--- config.mk ---
export PLATFORM = sky130hd
export DESIGN_NAME = rci_sqrt_cell
export DESIGN_NICKNAME = d
export VERILOG_FILES = /design/src/hw/rtl/rci_pkg.sv /design/src/hw/rtl/rci_sqrt_cell.sv
export SDC_FILE = /design/constraint.sdc
export NUM_CORES = 1
export LEC_CHECK = 0
export BUFFER_PORTS_ARGS = -buffer_cell sky130_fd_sc_hd__buf_4
export CAP_MARGIN = 20
export CORE_AREA = 3 3 201 203
export CTS_CLUSTER_SIZE = 24
export DETAILED_ROUTE_END_ITERATION = 7
export DIE_AREA = 0 0 204 206
export PLACE_DENSITY = 0.51
export SLEW_MARGIN = 10
export SYNTH_ARGS = -nofsm -noshare
export SYNTH_HDL_FRONTEND = slang
export SYNTH_SLANG_ARGS = --single-unit
--- constraint.sdc ---
create_clock -name clk -period 0.82 [get_ports clk]
set_input_delay 0.164 -clock clk [delete_from_list [all_inputs] [get_ports clk]]
set_output_delay 0.164 -clock clk [all_outputs]
set_load 0.1 [all_outputs]
--- src/hw/rtl/rci_pkg.sv ---
// rci_pkg: widths, cell state types and result type for the ray/circle
// intersection pipeline. No dependencies.
`default_nettype none
package rci_pkg;

	localparam int SQ_CELLS  = 31;	// one root bit per cell
	localparam int DIV_CELLS = 49;	// one quotient bit per cell
	localparam int RAD_W     = 62;
	localparam int ROOT_W    = 31;
	localparam int REM_W     = 33;
	localparam int NUM_W     = 49;
	localparam int DVS_W     = 32;

	typedef struct packed {
		logic signed [33:0] h;
		logic [DVS_W-1:0]   a;
		logic signed [31:0] tlo;
		logic signed [31:0] thi;
		logic               nohit;
	} sq_side_t;

	typedef struct packed {
		logic [RAD_W-1:0]  rad;
		logic [ROOT_W-1:0] root;
		logic [REM_W-1:0]  rem;
		sq_side_t          side;
	} sq_st_t;

	typedef struct packed {
		logic [DVS_W-1:0]   a;
		logic signed [31:0] tlo;
		logic signed [31:0] thi;
		logic               nohit;
		logic               neg0;
		logic               neg1;
	} dv_side_t;

	typedef struct packed {
		logic [NUM_W-1:0] n0;
		logic [NUM_W-1:0] n1;
		logic [NUM_W-1:0] q0;
		logic [NUM_W-1:0] q1;
		logic [DVS_W-1:0] r0;
		logic [DVS_W-1:0] r1;
		dv_side_t         side;
	} dv_st_t;

	typedef struct packed {
		logic               hit;
		logic signed [31:0] t_hit;
	} res_t;

endpackage
`default_nettype wire

--- src/hw/rtl/rci_sqrt_cell.sv ---
// rci_sqrt_cell: one restoring square-root step, two radicand bits in,
// one root bit out. Depends on rci_pkg.
`default_nettype none
module rci_sqrt_cell (
	input  wire logic            clk,
	input  wire logic            arst_n,
	input  wire logic            en,
	input  wire logic            v_in,
	input  wire rci_pkg::sq_st_t st_in,
	output logic                 v_out_q,
	output rci_pkg::sq_st_t      st_out_q
);
	import rci_pkg::*;

	logic [REM_W+1:0] cand;
	logic [REM_W+1:0] trial;
	logic [REM_W+1:0] diff;
	logic             ge;

	always_comb begin
		cand  = {st_in.rem, st_in.rad[RAD_W-1 -: 2]};
		trial = {2'b00, st_in.root, 2'b01};
		diff  = cand - trial;
		ge    = (cand >= trial);
	end

	always_ff @(posedge clk or negedge arst_n) begin
		if (!arst_n) begin
			v_out_q <= 1'b0;
		end else if (en) begin
			v_out_q <= v_in;
		end
	end

	always_ff @(posedge clk) begin
		if (en) begin
			st_out_q.rad  <= {st_in.rad[RAD_W-3:0], 2'b00};
			st_out_q.root <= {st_in.root[ROOT_W-2:0], ge};
			st_out_q.rem  <= ge ? diff[REM_W-1:0] : cand[REM_W-1:0];
			st_out_q.side <= st_in.side;
		end
	end
endmodule
`default_nettype wire

==> impl_metrics.json <==
{
  "p_sw_frac": 0.378,
  "via_per_inst": 4.43,
  "track_usage": 0.210,
  "drt_wl_total_um": 46600,
  "layout_setup_ws_ns": -1.13,
  "layout-drive-gt1-share": 0.525,
  "yosysSeqAreaShare": 0.734,
  "synthToLayoutAreaGrowth_pct": 107,
  "synthDistinctLibCells": 61,
  "ios": 519,
  "grt_pass1_wl_um": 65500,
  "yosysMostFrequentCell": "edfxtp_1",
  "p_switching_w": 0.0180,
  "p_clk_frac": 0.277,
  "timing.hold.ws_ns": 0.00748,
  "power.total_w": 0.0475,
  "cts.hold.buffers_added": 248,
  "clockRootBuffer": "clkbuf_16",
  "die_x_um": 204,
  "syn_area_um2": 10500,
  "fin_crit_ns": 1.95,
  "fin_skew_ns": 0,
  "finalSetupViolCount": 291,
  "maxSlewViolCount": 0,
  "crit_required_ns": 1.13,
  "ant_nets": 0,
  "yosysTopAreaCellShare": 0.732,
  "rows": 72,
  "cap_violations": 0,
  "final_cells": 2153,
  "clk_path_buf_depth": 3,
  "comb_power_share": 0.378,
  "end_kind": "flip-flop",
  "path_class": "in -> reg",
  "hold_viol_final": 0,
  "synthFlopType": "edfxtp_1",
  "core_um2": 38600,
  "final_nets": 1899,
  "cts-htree-levels": 1,
  "p_int_w": 0.0295,
  "async_flop_share": 0.00391,
  "synth.avg_cell_area_um2": 16.2,
  "insertion_delay_ns": 0.56,
  "netlist_instances": 646,
  "synth_top_cell_by_area": "edfxtp_1",
  "synth_common_cells": "edfxtp_1 (255), inv_1 (50), a21oi_1 (37)",
  "synth_area_leaders": "edfxtp_1 (73%), ha_1 (3.9%), mux2_4 (2.6%)",
  "min_path_type": "in -> reg",
  "synth_edf_count": 255,
  "wl_per_cell_um": 21.6,
  "cts_buffers": 30,
  "peakVddDrop_v": 0.00160,
  "grt_pass1_vias": 10100,
  "die_y_um": 206,
  "routed-via-count": 9530,
  "p_leak_nw": 9.08,
  "yosys_register_bits": 256,
  "p_seq_frac": 0.346,
  "drt-pass1-iter-count": 4,
  "overflow": 0,
  "antenna_found_initial": 8,
  "dp_slack_ns": -1.84,
  "drt_first_iter_violations": 380,
  "critPathLaunchType": "input port",
  "path_max_fanout": 7,
  "violations": "negative setup slack",
  "powerDensity_nw_per_um2": 2190,
  "initial_core_util": 0.271,
  "rsz0062_at_grt": "yes",
  "place_congestion": 0.864,
  "grt_max_degree": 48,
  "cts_tree": "built",
  "status": "complete, but fails checks",
  "utilization": 0.560,
  "numPortBuffers": 516,
  "drc": 0,
  "period_share": 2.38,
  "placed_cells": 1820,
  "cp_data_arrival_time_ns": 2.26,
  "die_area_um2": 42000,
  "dpl.hpwl_um": 34500,
  "clk_pin_slew_ns": 0.06,
  "fmax_ghz": 0.513,
  "cts_sinks": 256,
  "ys_warn_count": 0
}
==> sequential cells by signal, indices dropped and copies added, names as in the netlist <==
register / count
v_out_q: 1
st_out_q: 255
==> worst max-delay path, stage by stage <==
cell and delay, ns:
buf_4 0.12, ha_4 0.28, nand4_1 0.19, buf_4 0.19, or4_4 0.41, o21a_1 0.22, o21a_4 0.14, buf_12 0.15
inv_16 0.08, mux2_4 0.30
==> layout make-up <==
type	instances	area [um^2]
Fill cell	3055	17000
Timing Repair Buffer	937	8880
Sequential cell	256	7690
Multi-Input combinational cell	326	3150
Clock buffer	40	820
Tap cell	518	648
Inverter	51	258
Clock inverter	16	143
Timing Repair inverter	3	52.6
Antenna cell	6	15.0
==> through the flow <==
| stage | area, um^2 | setup TNS, ns |
|---|---|---|
| global route | 21600 | -176.52 |
| CTS | 21300 | -170.18 |
| floorplan | 10800 | -115.17 |
| detailed placement | 16500 | -85.15 |
| global placement | 16500 | -84.00 |
| finish | 21700 | -162.86 |
==> power groups by stage <==
stage | sequential (W) | clock [W] | combinational [W]
6_report | 0.0164 | 0.0131 | 0.0179
5_1_grt | 0.0165 | 0.0141 | 0.0185
4_1_cts | 0.0164 | 0.0135 | 0.0177
3_5_place_dp | 0.0164 | 0 | 0.0154
2_1_floorplan | 0.0248 | 0 | 0.00220
3_3_place_gp | 0.0164 | 0 | 0.0154
==> cell families (layout without fill, tap and decap cells) <==
kind of cell | Yosys count | after routing | synth area share
other | 1 | 8 | 0.000358
buffers and inverters | 65 | 1047 | 0.0319
and+or+nand+nor | 111 | 111 | 0.0519
muxes | 29 | 29 | 0.0372
DFF | 256 | 256 | 0.734
adders and majority gates | 33 | 33 | 0.0395
xor gates and xnor gates | 24 | 24 | 0.0201
AOI/OAI and AO/OA | 127 | 127 | 0.0847
==> per-layer routing <==
layer | GRT usage | wire length, um
met1 | 0.234 | 17000
met2 | 0.365 | 23300
met3 | 0.0491 | 3050
met4 | 0.127 | 3210
met5 | 0 | 32
==> cells in the final DEF (no fill, tap or decap), types with 16 or more instances in the layout <==
cell	n
mux2_4	24
a21oi_1	30
ha_4	25
buf_12	16
edfxtp_1	255
clkbuf_16	31
nor2_1	26
buf_6	266
buf_4	403
dlygate4sd3_1	248
xnor2_1	22
nand2_1	29
inv_1	34
==> worst paths after layout <==
| check | to | slack (ns) | depth (start not counted) | startpoint |
|---|---|---|---|---|
| max reg2reg | v_out_q$_DFFE_PN0P_ | -0.05 | 1 | v_out_q$_DFFE_PN0P_ |
| min in group asynchronous | v_out_q$_DFFE_PN0P_ | 0.47 | 3 | arst_n |
| max | st_out_q[158]$_DFFE_PP_ | -1.13 | 10 | st_in[137] |
| min | st_out_q[151]$_DFFE_PP_ | 0.007 | 3 | st_in[149] |
| max in group asynchronous | v_out_q$_DFFE_PN0P_ | 0.21 | 3 | arst_n |
| min reg2reg | v_out_q$_DFFE_PN0P_ | 0.60 | 1 | v_out_q$_DFFE_PN0P_ |
==> timing repair <==
item / in CTS / in global routing
pin swaps: 27 / 38
gates resized for setup: 327 / 59
cloned: 3 / 0
endpoints found under the setup margin: 291 / 291
endpoints found under the hold margin: 250 / 1
buffers inserted: 10 / 13
Power figures use the tool's default switching activity.
