[config.mk]
export PLATFORM = sky130hd
export DESIGN_NAME = rci_div_cell
export DESIGN_NICKNAME = d
export VERILOG_FILES = /design/src/hw/rtl/rci_pkg.sv /design/src/hw/rtl/rci_div_cell.sv
export SDC_FILE = /design/constraint.sdc
export NUM_CORES = 1
export LEC_CHECK = 0
export ABC_AREA = 1
export BUFFER_PORTS_ARGS = -buffer_cell sky130_fd_sc_hd__buf_4
export CELL_PAD_IN_SITES_DETAIL_PLACEMENT = 0
export CELL_PAD_IN_SITES_GLOBAL_PLACEMENT = 1
export CORE_AREA = 2 2 284 286
export DETAILED_ROUTE_END_ITERATION = 10
export DIE_AREA = 0 0 286 288
export GPL_TIMING_DRIVEN = 0
export PLACE_DENSITY = 0.6
export SYNTH_ARGS = -nofsm -noshare
export SYNTH_HDL_FRONTEND = slang
export SYNTH_SLANG_ARGS = --single-unit
[constraint.sdc]
create_clock -name clk -period 1.4 [get_ports clk]
set_clock_uncertainty 0.1 [all_clocks]
set_input_delay 0.21 -clock clk [delete_from_list [all_inputs] [get_ports clk]]
set_output_delay 0.21 -clock clk [all_outputs]
set_load 0.05 [all_outputs]
[src/hw/rtl/rci_pkg.sv]
// rci_pkg: widths, cell state types and result type for the ray/circle
// intersection pipeline. No dependencies.
`default_nettype none
package rci_pkg;

	localparam int SQ_CELLS  = 31;	// one root bit per cell
	localparam int DIV_CELLS = 49;	// one quotient bit per cell
	localparam int RAD_W     = 62;
	localparam int ROOT_W    = 31;
	localparam int REM_W     = 33;
	localparam int NUM_W     = 49;
	localparam int DVS_W     = 32;

	typedef struct packed {
		logic signed [33:0] h;
		logic [DVS_W-1:0]   a;
		logic signed [31:0] tlo;
		logic signed [31:0] thi;
		logic               nohit;
	} sq_side_t;

	typedef struct packed {
		logic [RAD_W-1:0]  rad;
		logic [ROOT_W-1:0] root;
		logic [REM_W-1:0]  rem;
		sq_side_t          side;
	} sq_st_t;

	typedef struct packed {
		logic [DVS_W-1:0]   a;
		logic signed [31:0] tlo;
		logic signed [31:0] thi;
		logic               nohit;
		logic               neg0;
		logic               neg1;
	} dv_side_t;

	typedef struct packed {
		logic [NUM_W-1:0] n0;
		logic [NUM_W-1:0] n1;
		logic [NUM_W-1:0] q0;
		logic [NUM_W-1:0] q1;
		logic [DVS_W-1:0] r0;
		logic [DVS_W-1:0] r1;
		dv_side_t         side;
	} dv_st_t;

	typedef struct packed {
		logic               hit;
		logic signed [31:0] t_hit;
	} res_t;

endpackage
`default_nettype wire

[src/hw/rtl/rci_div_cell.sv]
// rci_div_cell: one restoring division step for both roots, one quotient
// bit each against the shared divisor. Depends on rci_pkg.
`default_nettype none
module rci_div_cell (
	input  wire logic            clk,
	input  wire logic            arst_n,
	input  wire logic            en,
	input  wire logic            v_in,
	input  wire rci_pkg::dv_st_t st_in,
	output logic                 v_out_q,
	output rci_pkg::dv_st_t      st_out_q
);
	import rci_pkg::*;

	logic [DVS_W:0] cand0, cand1, dvs, diff0, diff1;
	logic           ge0, ge1;

	always_comb begin
		dvs   = {1'b0, st_in.side.a};
		cand0 = {st_in.r0, st_in.n0[NUM_W-1]};
		cand1 = {st_in.r1, st_in.n1[NUM_W-1]};
		diff0 = cand0 - dvs;
		diff1 = cand1 - dvs;
		ge0   = (cand0 >= dvs);
		ge1   = (cand1 >= dvs);
	end

	always_ff @(posedge clk or negedge arst_n) begin
		if (!arst_n) begin
			v_out_q <= 1'b0;
		end else if (en) begin
			v_out_q <= v_in;
		end
	end

	always_ff @(posedge clk) begin
		if (en) begin
			st_out_q.n0   <= {st_in.n0[NUM_W-2:0], 1'b0};
			st_out_q.n1   <= {st_in.n1[NUM_W-2:0], 1'b0};
			st_out_q.q0   <= {st_in.q0[NUM_W-2:0], ge0};
			st_out_q.q1   <= {st_in.q1[NUM_W-2:0], ge1};
			st_out_q.r0   <= ge0 ? diff0[DVS_W-1:0] : cand0[DVS_W-1:0];
			st_out_q.r1   <= ge1 ? diff1[DVS_W-1:0] : cand1[DVS_W-1:0];
			st_out_q.side <= st_in.side;
		end
	end
endmodule
`default_nettype wire

==> results_tabular.tex <==
\begin{tabular}{lr}
\hline
Metric & Value \\
\hline
\multicolumn{2}{l}{\textbf{Logic synthesis}} \\
Most instantiated flip-flop cell in the synthesis netlist & edfxtp\_1 \\
Fraction of post-synthesis cell area in the top cell type by area & a little over three fifths \\
Total number of yosys warnings & 0 \\
Top cells by instance count after synthesis & nand2\_1 (572), edfxtp\_1 (357), inv\_1 (280) \\
Mapped Area & 17,030 sq um \\
Number of synthesized flops with an enable pin & 357 \\
Synthesized flop and latch total & 358 \\
Leading area contributor after synthesis & edfxtp\_1 \\
Average size of a mapped cell & about 10 sq um \\
Post-synth cell types & 36 \\
Leading cell type by number of instances after synthesis & nand2\_1 \\
Biggest area contributors in the synthesized netlist & edfxtp\_1 (63\%), nand2\_1 (13\%), inv\_1 (6.2\%) \\
Async SR Flop Fraction & less than 1\% \\
Part of the Yosys area used for sequential elements & a little over three fifths \\
Synthesized netlist cell count & $\sim$1,700 \\
\multicolumn{2}{l}{\textbf{Pwr}} \\
Leakage power summed over all cells & between 0.01 and 0.015 uW \\
Overall Power & approximately 39,000 uW \\
P per Cell Area & roughly 1200 nW/um\^{}2 \\
Max VDD drop & between 0.8 and 0.9 mV \\
\multicolumn{2}{l}{\textbf{STA}} \\
Post-route minimum period & approximately 1.9 ns \\
Final setup margin & -0.4891 ns \\
Final Hold Vio Count & 55 \\
Unrepaired setup endpoints after global routing & yes \\
Total negative slack & -47.56 ns \\
Count of final setup violators & between 400 and 500 \\
Worst Max-Slew Pin Slew & 0.5767 ns \\
Fmax achieved & around 0.53 GHz \\
Final hold slack & -0.05883 ns \\
Relative max-transition margin & between 60\% and 70\% \\
Final cycle utilization of the critical path & 134.9\% \\
Fin. max-slew vios & 0 \\
\multicolumn{2}{l}{\textbf{Drt}} \\
Number of nets with antenna violations after detailed routing & 0 \\
Post-route DRC & 0 \\
Detailed-routing iteration count for the pre-antenna-repair pass & 5 \\
Average detailed-routed wire length per instance & approximately 26 um \\
Via density & $\sim$4.2 \\
Count of vias placed by the detailed router & $\sim$17,000 \\
Sum of routed wire length over all layers & approximately 100,000 um \\
Drt first-iter violations & roughly 700 \\
\multicolumn{2}{l}{\textbf{Cells and area}} \\
Share of cells above drive strength 1 & between 40\% and 50\% \\
Net total in the final layout & $\sim$3,300 \\
Filler cell count in the final layout & 7,790 \\
Area Growth Syn to Fin & 95.99\% \\
\multicolumn{2}{l}{\textbf{Global route}} \\
Global-route wire length before repair & $\sim$140,000 um \\
Sum of overflow across all layers after global routing & 0 \\
Vias in the first global route & around 17,000 \\
Total global routing track utilization & around a quarter \\
Pin count of the biggest net entering global routing & between 100 and 150 \\
Antenna violations before repair & 22 \\
\multicolumn{2}{l}{\textbf{Outcome}} \\
Violations in the final reports & negative hold slack, negative setup slack \\
Run status & finished with violations \\
\multicolumn{2}{l}{\textbf{Min path}} \\
Class of the worst hold path & input pin to register \\
\multicolumn{2}{l}{\textbf{CTS}} \\
Clock Tree Root & clkbuf\_16 \\
TritonCTS clock tree & yes \\
Clock buffers created by TritonCTS & 45 \\
Sinks on Clock Net & about 360 \\
Worst-case clock buffer depth & 3 \\
H-tree levels & 2 \\
Clock-pin slew on the worst setup and hold paths & $\sim$0.06 ns \\
Latest clock arrival within the worst-skew pair & around 0.58 ns \\
Hold-fix buffers, CTS & between 300 and 400 \\
\multicolumn{2}{l}{\textbf{Worst setup path}} \\
Critical path endpoint category & register \\
Worst path required time & 1.63 ns \\
Worst Setup Path Type & input pin to register \\
Worst reg2reg path endpoint & v\_out\_q \\
CP max FO & 7 \\
Count of cells along the worst register-to-register path & 1 \\
Worst reg2reg path startpoint & v\_out\_q \\
Crit path capture & st\_out\_q[155] \\
Arrival time reported for the critical path endpoint & 2.12 ns \\
Register-to-register path setup slack & 0.53 ns \\
Startpoint type of the worst setup path & input pin \\
Start point of the critical path & st\_in[87] \\
\multicolumn{2}{l}{\textbf{Die}} \\
X dimension of the die & approximately 290 um \\
Die height & between 200 and 300 um \\
I/O Pins & around 720 \\
CORE AREA & between 70,000 and 80,000 sq um \\
Die area & between 80,000 and 90,000 sq um \\
Effective utilization at floorplan & a little over a fifth \\
Row Count & 104 \\
\multicolumn{2}{l}{\textbf{Job}} \\
Number of maximum-capacitance constraint violations & 0 \\
\multicolumn{2}{l}{\textbf{Placement}} \\
Final RePlAce weighted congestion & between 0.9 and 1 \\
Buffers on Ports & 718 \\
Placed wire-length estimate after detailed placement & 81,470 um \\
\hline
\end{tabular}
==> cell families after synthesis <==
| kind of cell | after synthesis | synth area share, % |
|---|---|---|
| simple gates | 855 | 21.88 |
| fa+ha+maj | 66 | 4.936 |
| flops | 358 | 63.08 |
| other cells | 1 | 0.02202 |
| compound gates | 45 | 1.388 |
| buf+inv | 303 | 7.184 |
| mux | 1 | 0.06610 |
| xor+xnor | 28 | 1.440 |
==> final cells by class <==
| cell class | instances | area, sq um | area share, % |
|---|---|---|---|
| Antenna cell | 17 | 42.54 | 0.1274 |
| Buffer | 19 | 245.2 | 0.7346 |
| Clock buffer | 54 | 1181 | 3.538 |
| Clock inverter | 28 | 307.8 | 0.9220 |
| Inverter | 282 | 1150 | 3.444 |
| Multi-Input combinational cell | 997 | 6929 | 20.76 |
| Sequential cell | 358 | 10750 | 32.19 |
| Tap cell | 1060 | 1326 | 3.973 |
| Timing Repair Buffer | 1174 | 11460 | 34.32 |
==> state kept, by name, summed over array words and instances (netlist names) <==
| name | cells |
|---|---|
| st_out_q | 357 |
| v_out_q | 1 |
==> stage by stage <==
step,util (%),worst slack [ns],std cells,area [sq um]
finish,41.92,-0.4891,3989,33380
global route,41.89,-0.5380,3980,33360
CTS,38.57,-0.4280,3924,30720
detailed placement,30.21,-1.415,3439,24060
global placement,30.09,-3.082,3436,23970
floorplan,-,-0.5170,1658,17250
==> how the worst min path moves through the flow <==
| stage | slack (ns) | cells after the start | startpoint | endpoint |
|---|---|---|---|---|
| global route | -0.06 | 1 | en | st_out_q[211] |
| global placement | -0.11 | 1 | arst_n | v_out_q |
| detailed placement | -0.11 | 1 | arst_n | v_out_q |
| CTS | -0.08 | 1 | en | st_out_q[211] |
| floorplan | -0.19 | 0 | arst_n | v_out_q |
| finish | -0.06 | 1 | en | st_out_q[211] |
==> repair_timing <==
item / CTS / global route
hold endpoints to repair: 412 / 55
endpoints found under the setup margin: 545 / 545
resized for setup: 259 / 566
pin swaps: 56 / 96
buffers inserted: 44 / 45
gates cloned: 3 / 6
==> metal layers <==
| metal | routed length [um] | vias to the layer above | share of wire (%) | GRT usage (%) |
|---|---|---|---|---|
| met3 | 5746 | 142 | 5.6 | 5.079 |
| met1 | 36740 | 8227 | 36 | 25.00 |
| met4 | 5030 | 18 | 4.9 | 9.162 |
| met2 | 54230 | 508 | 53 | 44.94 |
| met5 | 103 | - | 0.10 | 0 |
| li1 | - | 7845 | - | - |
==> report_power, final <==
part	leakage (uW)	internal, uW	total [uW]	switching, uW
Combinational	0.0107	5000	12900	7940
Sequential	0.00350	13000	13500	516
Clock	0.000712	6990	12100	5070
==> worst max-delay path: stages <==
cell	delay, ns
buf_8	0.08
clkinvlp_4	0.11
buf_6	0.14
ha_4	0.25
buf_6	0.12
nand2_4	0.08
nor2_4	0.05
nand2_2	0.08
nor2_4	0.04
nand2_2	0.06
nand3_2	0.08
nor2_4	0.30
nand2_8	0.18
buf_12	0.20
nand2_4	0.06
nand2_2	0.06
==> placed cells by master, fill, tap and decap left out, drive strengths merged, types with 17 or more instances in the layout <==
master       netlist  routed
xor2              26      26
clkbuf             0      60
ha                64      64
diode              0      17
nand2            595     595
inv              282     260
buf               21     829
dlygate4sd3        0     358
nor2              87      87
nand3            128     128
edfxtp           357     357
a21oi             39      39
clkinvlp           0      29
Power figures use the tool's default switching activity.
